[config.mk]
export PLATFORM = sky130hd
export DESIGN_NAME = ellipse_midpoint_stepper
export DESIGN_NICKNAME = d
export VERILOG_FILES = /design/src/hdl/ems_pkg.sv /design/src/hdl/ems_mul.sv /design/src/hdl/ems_engine.sv /design/src/hdl/ellipse_midpoint_stepper.sv
export SDC_FILE = /design/constraint.sdc
export NUM_CORES = 2
export LEC_CHECK = 0
export ABC_AREA = 0
export BUFFER_PORTS_ARGS = -buffer_cell sky130_fd_sc_hd__buf_2
export CAP_MARGIN = 30
export CORE_MARGIN = 10
export CORE_UTILIZATION = 35
export DETAILED_ROUTE_END_ITERATION = 12
export PLACE_DENSITY_LB_ADDON = 0.1
export SLEW_MARGIN = 20
export SYNTH_ARGS = -nofsm -noshare
export SYNTH_HDL_FRONTEND = slang
export SYNTH_HIERARCHICAL = 1
export SYNTH_SLANG_ARGS = --single-unit
[constraint.sdc]
create_clock -name clk -period 9.6 [get_ports clk]
set_clock_uncertainty 0.05 [all_clocks]
set_input_delay 0.96 -clock clk [delete_from_list [all_inputs] [get_ports clk]]
set_output_delay 0.96 -clock clk [all_outputs]
set_load 0.01 [all_outputs]
[src/hdl/ems_pkg.sv]
// Shared types, widths and helpers for the ellipse midpoint stepper.
package ems_pkg;

  localparam int RADIUS_BITS = 11;
  localparam int COORD_BITS  = 16;

  localparam int PT_W   = 16;
  localparam int RIN_W  = 11;
  localparam int SQ_W   = 2 * RADIUS_BITS;
  localparam int OFF_W  = RADIUS_BITS + 1;
  localparam int FAC_W  = RADIUS_BITS + 4;
  localparam int PROD_W = SQ_W + FAC_W;
  localparam int DEC_W  = PROD_W + 3;

  localparam logic OP_LOAD    = 1'b0;
  localparam logic OP_ADVANCE = 1'b1;

  typedef struct packed {
    logic                    opcode;
    logic signed [PT_W-1:0]  center_x;
    logic signed [PT_W-1:0]  center_y;
    logic [RIN_W-1:0]        radius_x;
    logic [RIN_W-1:0]        radius_y;
  } in_item_t;

  typedef struct packed {
    logic signed [PT_W-1:0] pt0_x;
    logic signed [PT_W-1:0] pt0_y;
    logic signed [PT_W-1:0] pt1_x;
    logic signed [PT_W-1:0] pt1_y;
    logic signed [PT_W-1:0] pt2_x;
    logic signed [PT_W-1:0] pt2_y;
    logic signed [PT_W-1:0] pt3_x;
    logic signed [PT_W-1:0] pt3_y;
    logic                   region;
    logic                   last_point;
    logic                   point_valid;
  } out_item_t;

  typedef struct packed {
    logic [SQ_W-1:0]         a;
    logic signed [FAC_W-1:0] b;
  } mul_req_t;

  // Center plus or minus offset, wrapped to the coordinate width, sign-extended.
  function automatic logic signed [PT_W-1:0] wrap_coord(
    input logic [COORD_BITS-1:0] c,
    input logic [OFF_W-1:0]      o,
    input logic                  add
  );
    logic [COORD_BITS-1:0]        ot;
    logic signed [COORD_BITS-1:0] v;
    ot = COORD_BITS'(o);
    v  = add ? (c + ot) : (c - ot);
    return PT_W'(v);
  endfunction

endpackage

[src/hdl/ems_mul.sv]
// Shared registered multiplier: unsigned square-width operand times signed factor.
module ems_mul (
  input  logic                               clk,
  input  ems_pkg::mul_req_t                  req,
  output logic signed [ems_pkg::PROD_W-1:0]  prod
);

  logic signed [ems_pkg::SQ_W:0]       a_s;
  logic signed [ems_pkg::PROD_W-1:0]   prod_nxt;
  logic signed [ems_pkg::PROD_W-1:0]   prod_r;

  assign a_s      = $signed({1'b0, req.a});
  assign prod_nxt = a_s * req.b;

  always_ff @(posedge clk) begin
    prod_r <= prod_nxt;
  end

  assign prod = prod_r;

endmodule

[src/hdl/ems_engine.sv]
// Sequencer and datapath of the midpoint ellipse stepper around one multiplier.
module ems_engine (
  input  logic                clk,
  input  logic                rst_n,
  input  logic                start,
  input  ems_pkg::in_item_t   item,
  output logic                ready,
  output logic                res_valid,
  input  logic                res_ready,
  output ems_pkg::out_item_t  res
);

  localparam logic [3:0] ST_IDLE   = 4'd0;
  localparam logic [3:0] ST_LD_SQX = 4'd1;
  localparam logic [3:0] ST_LD_SQY = 4'd2;
  localparam logic [3:0] ST_LD_DEC = 4'd3;
  localparam logic [3:0] ST_LD_FIN = 4'd4;
  localparam logic [3:0] ST_EMIT   = 4'd5;
  localparam logic [3:0] ST_S_A    = 4'd6;
  localparam logic [3:0] ST_S_B    = 4'd7;
  localparam logic [3:0] ST_S_C    = 4'd8;
  localparam logic [3:0] ST_S_D    = 4'd9;
  localparam logic [3:0] ST_S_E    = 4'd10;
  localparam logic [3:0] ST_S_F    = 4'd11;
  localparam logic [3:0] ST_DONE   = 4'd12;

  localparam int RB = ems_pkg::RADIUS_BITS;
  localparam int CB = ems_pkg::COORD_BITS;
  localparam int SW = ems_pkg::SQ_W;
  localparam int OW = ems_pkg::OFF_W;
  localparam int FW = ems_pkg::FAC_W;
  localparam int PW = ems_pkg::PROD_W;
  localparam int DW = ems_pkg::DEC_W;

  logic [3:0]                state_r, state_nxt;
  logic                      active_r, active_nxt;
  logic [CB-1:0]             cen_x_r, cen_x_nxt, cen_y_r, cen_y_nxt;
  logic [RB-1:0]             rad_x_r, rad_x_nxt, rad_y_r, rad_y_nxt;
  logic [SW-1:0]             sqx_r, sqx_nxt, sqy_r, sqy_nxt;
  logic [OW-1:0]             off_x_r, off_x_nxt, off_y_r, off_y_nxt;
  logic signed [DW-1:0]      dec_r, dec_nxt;
  logic                      region_r, region_nxt;
  logic                      dge_r, dge_nxt;
  logic signed [PW-1:0]      cmp_r, cmp_nxt;
  ems_pkg::out_item_t        res_r, res_nxt;

  ems_pkg::mul_req_t         mreq;
  logic signed [PW-1:0]      prod;
  logic signed [DW-1:0]      prod_ext;

  logic [RB-1:0]             in_rx, in_ry;
  logic                      bad_rad;
  logic [OW-1:0]             p_cur, q_cur;
  logic [SW-1:0]             sq_p, sq_q;

  ems_mul u_mul (
    .clk  (clk),
    .req  (mreq),
    .prod (prod)
  );

  assign prod_ext = {{(DW-PW){prod[PW-1]}}, prod};
  assign in_rx    = RB'(item.radius_x);
  assign in_ry    = RB'(item.radius_y);
  assign bad_rad  = (in_rx < RB'(2)) || (in_ry < RB'(2));

  // p is the coordinate stepped every time, q the one stepped on a nonnegative decision
  assign p_cur = region_r ? off_y_r : off_x_r;
  assign q_cur = region_r ? off_x_r : off_y_r;
  assign sq_p  = region_r ? sqx_r : sqy_r;
  assign sq_q  = region_r ? sqy_r : sqx_r;

  always_comb begin
    state_nxt  = state_r;
    active_nxt = active_r;
    cen_x_nxt  = cen_x_r;
    cen_y_nxt  = cen_y_r;
    rad_x_nxt  = rad_x_r;
    rad_y_nxt  = rad_y_r;
    sqx_nxt    = sqx_r;
    sqy_nxt    = sqy_r;
    off_x_nxt  = off_x_r;
    off_y_nxt  = off_y_r;
    dec_nxt    = dec_r;
    region_nxt = region_r;
    dge_nxt    = dge_r;
    cmp_nxt    = cmp_r;
    res_nxt    = res_r;
    mreq.a     = sq_p;
    mreq.b     = FW'(p_cur);

    case (state_r)
      ST_IDLE: begin
        if (start) begin
          if (item.opcode == ems_pkg::OP_LOAD) begin
            if (bad_rad) begin
              active_nxt = 1'b0;
              res_nxt    = '0;
              state_nxt  = ST_DONE;
            end else begin
              cen_x_nxt = CB'(item.center_x);
              cen_y_nxt = CB'(item.center_y);
              rad_x_nxt = in_rx;
              rad_y_nxt = in_ry;
              state_nxt = ST_LD_SQX;
            end
          end else if (!active_r) begin
            res_nxt   = '0;
            state_nxt = ST_DONE;
          end else begin
            state_nxt = ST_EMIT;
          end
        end
      end
      ST_LD_SQX: begin
        mreq.a    = SW'(rad_x_r);
        mreq.b    = FW'(rad_x_r);
        state_nxt = ST_LD_SQY;
      end
      ST_LD_SQY: begin
        sqx_nxt   = prod[SW-1:0];
        mreq.a    = SW'(rad_y_r);
        mreq.b    = FW'(rad_y_r);
        state_nxt = ST_LD_DEC;
      end
      ST_LD_DEC: begin
        sqy_nxt   = prod[SW-1:0];
        mreq.a    = sqx_r;
        mreq.b    = FW'(1) - (FW'(rad_y_r) << 1);
        state_nxt = ST_LD_FIN;
      end
      ST_LD_FIN: begin
        dec_nxt    = DW'({sqy_r, 1'b0}) + prod_ext;
        off_x_nxt  = '0;
        off_y_nxt  = OW'(rad_y_r);
        region_nxt = 1'b0;
        active_nxt = 1'b1;
        state_nxt  = ST_EMIT;
      end
      ST_EMIT: begin
        res_nxt.pt0_x       = ems_pkg::wrap_coord(cen_x_r, off_x_r, 1'b1);
        res_nxt.pt0_y       = ems_pkg::wrap_coord(cen_y_r, off_y_r, 1'b1);
        res_nxt.pt1_x       = ems_pkg::wrap_coord(cen_x_r, off_x_r, 1'b0);
        res_nxt.pt1_y       = ems_pkg::wrap_coord(cen_y_r, off_y_r, 1'b1);
        res_nxt.pt2_x       = ems_pkg::wrap_coord(cen_x_r, off_x_r, 1'b0);
        res_nxt.pt2_y       = ems_pkg::wrap_coord(cen_y_r, off_y_r, 1'b0);
        res_nxt.pt3_x       = ems_pkg::wrap_coord(cen_x_r, off_x_r, 1'b1);
        res_nxt.pt3_y       = ems_pkg::wrap_coord(cen_y_r, off_y_r, 1'b0);
        res_nxt.region      = region_r;
        res_nxt.last_point  = 1'b0;
        res_nxt.point_valid = 1'b1;
        state_nxt           = ST_S_A;
      end
      ST_S_A: begin
        dge_nxt   = !dec_r[DW-1];
        mreq.a    = sq_q;
        mreq.b    = FW'(1) - FW'(q_cur);
        state_nxt = ST_S_B;
      end
      ST_S_B: begin
        if (dge_r) begin
          dec_nxt = dec_r + (prod_ext <<< 2);
          if (region_r) begin
            off_x_nxt = off_x_r - OW'(1);
          end else begin
            off_y_nxt = off_y_r - OW'(1);
          end
        end
        mreq.a    = sq_p;
        mreq.b    = (FW'(p_cur) << 2) + FW'(6);
        state_nxt = ST_S_C;
      end
      ST_S_C: begin
        dec_nxt = dec_r + prod_ext;
        if (region_r) begin
          off_y_nxt = off_y_r + OW'(1);
        end else begin
          off_x_nxt = off_x_r + OW'(1);
        end
        mreq.a    = sq_p;
        mreq.b    = FW'(p_cur) + FW'(1);
        state_nxt = ST_S_D;
      end
      ST_S_D: begin
        cmp_nxt   = prod;
        mreq.a    = sq_q;
        mreq.b    = FW'(q_cur);
        state_nxt = ST_S_E;
      end
      ST_S_E: begin
        state_nxt = ST_DONE;
        if (cmp_r > prod) begin
          if (region_r) begin
            active_nxt = 1'b0;
          end else begin
            // switch to the second region, restart from (rx, 0)
            region_nxt = 1'b1;
            off_x_nxt  = OW'(rad_x_r);
            off_y_nxt  = '0;
            mreq.a     = sqy_r;
            mreq.b     = FW'(1) - (FW'(rad_x_r) << 1);
            state_nxt  = ST_S_F;
          end
        end
      end
      ST_S_F: begin
        dec_nxt   = DW'({sqx_r, 1'b0}) + prod_ext;
        state_nxt = ST_DONE;
      end
      ST_DONE: begin
        if (res_ready) begin
          state_nxt = ST_IDLE;
        end
      end
      default: begin
        state_nxt = ST_IDLE;
      end
    endcase
  end

  always_ff @(posedge clk) begin
    if (!rst_n) begin
      state_r  <= ST_IDLE;
      active_r <= 1'b0;
    end else begin
      state_r  <= state_nxt;
      active_r <= active_nxt;
    end
  end

  always_ff @(posedge clk) begin
    cen_x_r  <= cen_x_nxt;
    cen_y_r  <= cen_y_nxt;
    rad_x_r  <= rad_x_nxt;
    rad_y_r  <= rad_y_nxt;
    sqx_r    <= sqx_nxt;
    sqy_r    <= sqy_nxt;
    off_x_r  <= off_x_nxt;
    off_y_r  <= off_y_nxt;
    dec_r    <= dec_nxt;
    region_r <= region_nxt;
    dge_r    <= dge_nxt;
    cmp_r    <= cmp_nxt;
    res_r    <= res_nxt;
  end

  assign ready     = (state_r == ST_IDLE);
  assign res_valid = (state_r == ST_DONE);

  always_comb begin
    res            = res_r;
    res.last_point = !active_r;
  end

  a_bad_load_rejects: assert property (@(posedge clk) disable iff (!rst_n)
    (ready && start && item.opcode == ems_pkg::OP_LOAD && bad_rad)
      |=> (state_r == ST_DONE && !active_r && !res_r.point_valid))
    else $error("rejected load did not go idle");

  a_steps_active: assert property (@(posedge clk) disable iff (!rst_n)
    (state_r == ST_S_A || state_r == ST_S_B || state_r == ST_S_C || state_r == ST_S_D)
      |-> active_r)
    else $error("advance sequence running while generator is idle");

  a_restart_region: assert property (@(posedge clk) disable iff (!rst_n)
    (state_r == ST_S_F) |-> (region_r && off_y_r == '0 && $past(!region_r)))
    else $error("region two restart out of order");

  a_result_holds: assert property (@(posedge clk) disable iff (!rst_n)
    (res_valid && !res_ready) |=> (res_valid && $stable(res)))
    else $error("pending result changed before transfer");

endmodule

[src/hdl/ellipse_midpoint_stepper.sv]
// Top level: input handshake, stepping engine and the result register.
//
//  channel  direction  signals                      payload
//  in       input      in_valid, in_ready, in_data  ems_pkg::in_item_t
//  out      output     out_valid, out_ready, out_data  ems_pkg::out_item_t
//
// A load makes three passes and an advance up to five through the one
// registered 22x15 multiplier, one per cycle. An advance with nothing to
// draw, or a rejected load, goes straight to an empty result.
// rst_n is synchronous; it idles the sequencer and drops any held result.
// A result waiting on out_ready does not block a new input transfer; the
// engine holds its next result until the output register frees.
module ellipse_midpoint_stepper (
  input  logic                clk,
  input  logic                rst_n,
  input  logic                in_valid,
  output logic                in_ready,
  input  ems_pkg::in_item_t   in_data,
  output logic                out_valid,
  input  logic                out_ready,
  output ems_pkg::out_item_t  out_data
);

  logic                eng_ready;
  logic                res_valid;
  logic                res_ready;
  ems_pkg::out_item_t  res;

  logic                out_valid_r, out_valid_nxt;
  ems_pkg::out_item_t  out_data_r, out_data_nxt;

  ems_engine u_engine (
    .clk       (clk),
    .rst_n     (rst_n),
    .start     (in_valid),
    .item      (in_data),
    .ready     (eng_ready),
    .res_valid (res_valid),
    .res_ready (res_ready),
    .res       (res)
  );

  assign in_ready  = eng_ready;
  assign res_ready = !out_valid_r || out_ready;

  always_comb begin
    out_valid_nxt = out_valid_r;
    out_data_nxt  = out_data_r;
    if (out_valid_r && out_ready) begin
      out_valid_nxt = 1'b0;
    end
    // load the register whenever it is empty or draining this cycle
    if (res_valid && res_ready) begin
      out_valid_nxt = 1'b1;
      out_data_nxt  = res;
    end
  end

  always_ff @(posedge clk) begin
    if (!rst_n) begin
      out_valid_r <= 1'b0;
    end else begin
      out_valid_r <= out_valid_nxt;
    end
  end

  always_ff @(posedge clk) begin
    out_data_r <= out_data_nxt;
  end

  assign out_valid = out_valid_r;
  assign out_data  = out_data_r;

endmodule
==> run metrics <==
run status=completed; post-synthesis cell type count=96; Seq/Total Area, Yosys=32.7%; vias in the first global route=30,400; setup TNS=0 ps; reg2reg start=u_engine/u_mul/prod[2]; Max stage delay on crit path=550 ps; syn_nets=4,703; hpwl dp=95.7 mm; Worst-path clk slew=60 ps; DP Area=41,600 um^2; Die Span Y=354 um; min-delay src=u_engine/res[0]; GRT overflow=0; commonest non-fill, non-tap cells in the layout=inv_1 (458), nand2_1 (399), edfxtp_1 (396); post-layout util=39.2%; type of origin of the critical path=register; Top FF cell, synth=edfxtp_1; Synth Instances=4,026; worst hold slack=369 ps; buffer depth of the longest clock path=3; RSZ-0062 raised after global routing=false; CP Launch Point=u_engine/u_mul/prod[2]; initial antenna violation count=4; Antenna Nets Post-Route=0; routed vias=30,100; TritonCTS clock tree=done; Worst EP arrival=9490 ps; Critical Path RT=10,040 ps; Setup violations, final=0; Crit-path slowest cell=fa_1; post-synth top area share=30.5%; clock sinks=439; diode count=0; Fin. Hold Viols=0; first-pass GRT wire length=187 mm; final net count=4,835; GPL Wtd Cong=0.979; Worst Setup End Kind=register; worst skew pair latency=620 ps; final WL=121 mm; Slew HR=31.7%; Filler cells=11,200; initial cell density of the core=35.3%; largest net degree at the start of global routing=67; Crit Path Class=reg2reg; CTS Buf Count=51; row count=122; fin area=43,400 um^2; Die ar.=125,000 um^2; post-synth top area cell=edfxtp_1; Via density=5.30; reg2reg path depth=31; Tightest Hold Check Type=reg2reg; Final period util=94.2%; layout cell share with drive strength beyond 1=10.2%; Ys Warns=6; fmax=0.111 GHz; crit path time final=9040 ps; core area=111,000 um^2; htree depth=2; Hold Buf Count CTS=0; EDFF count, synth=396; ranking of synthesized cells by area=edfxtp_1 (30%), fa_1 (14%), ha_1 (11%); Layout area overhead=11.1%; Async SR Flop Fraction=0%; Die Span X=354 um; crit path max fanout=22; drt first pass iters=6; Port Buffers=191; Tot GR Track Use=18.9%; Synth Cell Area=39,000 um^2; Avg Cell Area, Syn=9.70 um^2; most frequent CP cell=fa_1; post-synthesis register bit count=439; I/O pin cnt=192; maxcap violations=0; Cells on Worst Hold Path=0; DRC=0; root buf cell=clkbuf_16; leading cell type in the layout, fill and taps excluded=inv_1; DR iter-0 viols=2,080; Routed WL per cell=21.3 um; Worst Tran Pin Value=1020 ps; final slew viol count=0
==> worst max-delay path: cells and delay by family, from the launching register on <==
kind / cells / cell delay (ps)
AND/OR/NAND/NOR: 3 / 980
flip-flops: 1 / 440
buffers and inverters: 7 / 830
adder cells (fa/ha/maj): 8 / 3680
AO/OA/AOI/OAI: 13 / 2910
==> per-layer routing <==
metal	track usage (%)	routed length, um	vias to the layer above
met5	0	18	-
met4	4.30	2690	2
met3	2.04	5860	137
met2	30.3	54300	788
met1	27.1	58300	14900
li1	-	-	14300
==> cell families (layout without fill, tap and decap cells) <==
family / count (synthesis) / count (layout) / synth area share [%]
AOI/OAI and AO/OA: 921 / 921 / 15.6
xor gates and xnor gates: 193 / 193 / 4.33
adders and majority gates: 618 / 618 / 25.0
buffers and inverters: 666 / 840 / 7.13
DFF: 439 / 439 / 32.7
muxes: 42 / 42 / 1.08
and+or+nand+nor: 1147 / 1147 / 14.2
==> flip-flops by register name (all words and copies together), names as in the netlist, 4 cells and up <==
signal / flops
u_engine/off_y_r: 12
u_engine/rad_y_r: 11
u_engine/u_mul/prod: 37
u_engine/cen_x_r: 16
u_engine/res: 64
u_engine/sqy_r: 22
u_engine/rad_x_r: 11
u_engine/sqx_r: 22
u_engine/off_x_r: 12
u_engine/state_r: 4
out_data: 131
u_engine/dec_r: 40
u_engine/cmp_r: 37
u_engine/cen_y_r: 16
==> synth_stat cells, types with 34 or more instances <==
| library cell | number |
|---|---|
| nor3_1 | 67 |
| nand2b_1 | 42 |
| or3_1 | 35 |
| nor2_1 | 218 |
| fa_1 | 269 |
| edfxtp_1 | 396 |
| o211ai_1 | 34 |
| clkbuf_1 | 119 |
| inv_1 | 459 |
| nand2_1 | 402 |
| a211oi_1 | 43 |
| buf_4 | 68 |
| mux2i_1 | 40 |
| o21ai_0 | 177 |
| a21o_1 | 84 |
| xnor2_1 | 125 |
| nand3_1 | 84 |
| ha_1 | 349 |
| xor2_1 | 68 |
| and2_1 | 141 |
| a21oi_1 | 242 |
| dfxtp_1 | 43 |
==> path summary, 6_finish.rpt <==
path / to / slack (ps)
worst max register to register: u_engine/u_mul/prod[36] / 560
worst max-delay path: u_engine/u_mul/prod[36] / 560
worst min-delay path: out_data[0] / 370
worst min register to register: out_data[0] / 370
==> area by class of cell <==
| type | instances | area (um^2) | share of cell area (%) |
|---|---|---|---|
| clock buffer | 66 | 1420 | 3.26 |
| clock inverter | 29 | 275 | 0.634 |
| inverter | 460 | 1730 | 3.98 |
| multi-input combinational | 2921 | 23600 | 54.5 |
| sequential | 439 | 12800 | 29.4 |
| tap | 1488 | 1860 | 4.29 |
| timing repair buffer | 285 | 1710 | 3.95 |
==> what timing repair did <==
item,4_1_cts,5_1_grt
setup buffers,0,0
resized for setup,1,4
setup endpoints to repair,1,9
pin swaps,0,0
==> metrics by stage <==
| stage | setup WS, ps | instances |
|---|---|---|
| after detailed placement | 34.0 | 5591 |
| after CTS | 217 | 5686 |
| after floorplan | 1320 | 4026 |
| final | 557 | 5688 |
| after global placement | 32.8 | 5591 |
| after global routing | 47.6 | 5688 |
Power is left out: the tool's default activity adds up to more than one toggle a clock period on the data nets, which glitch-free logic cannot reach.
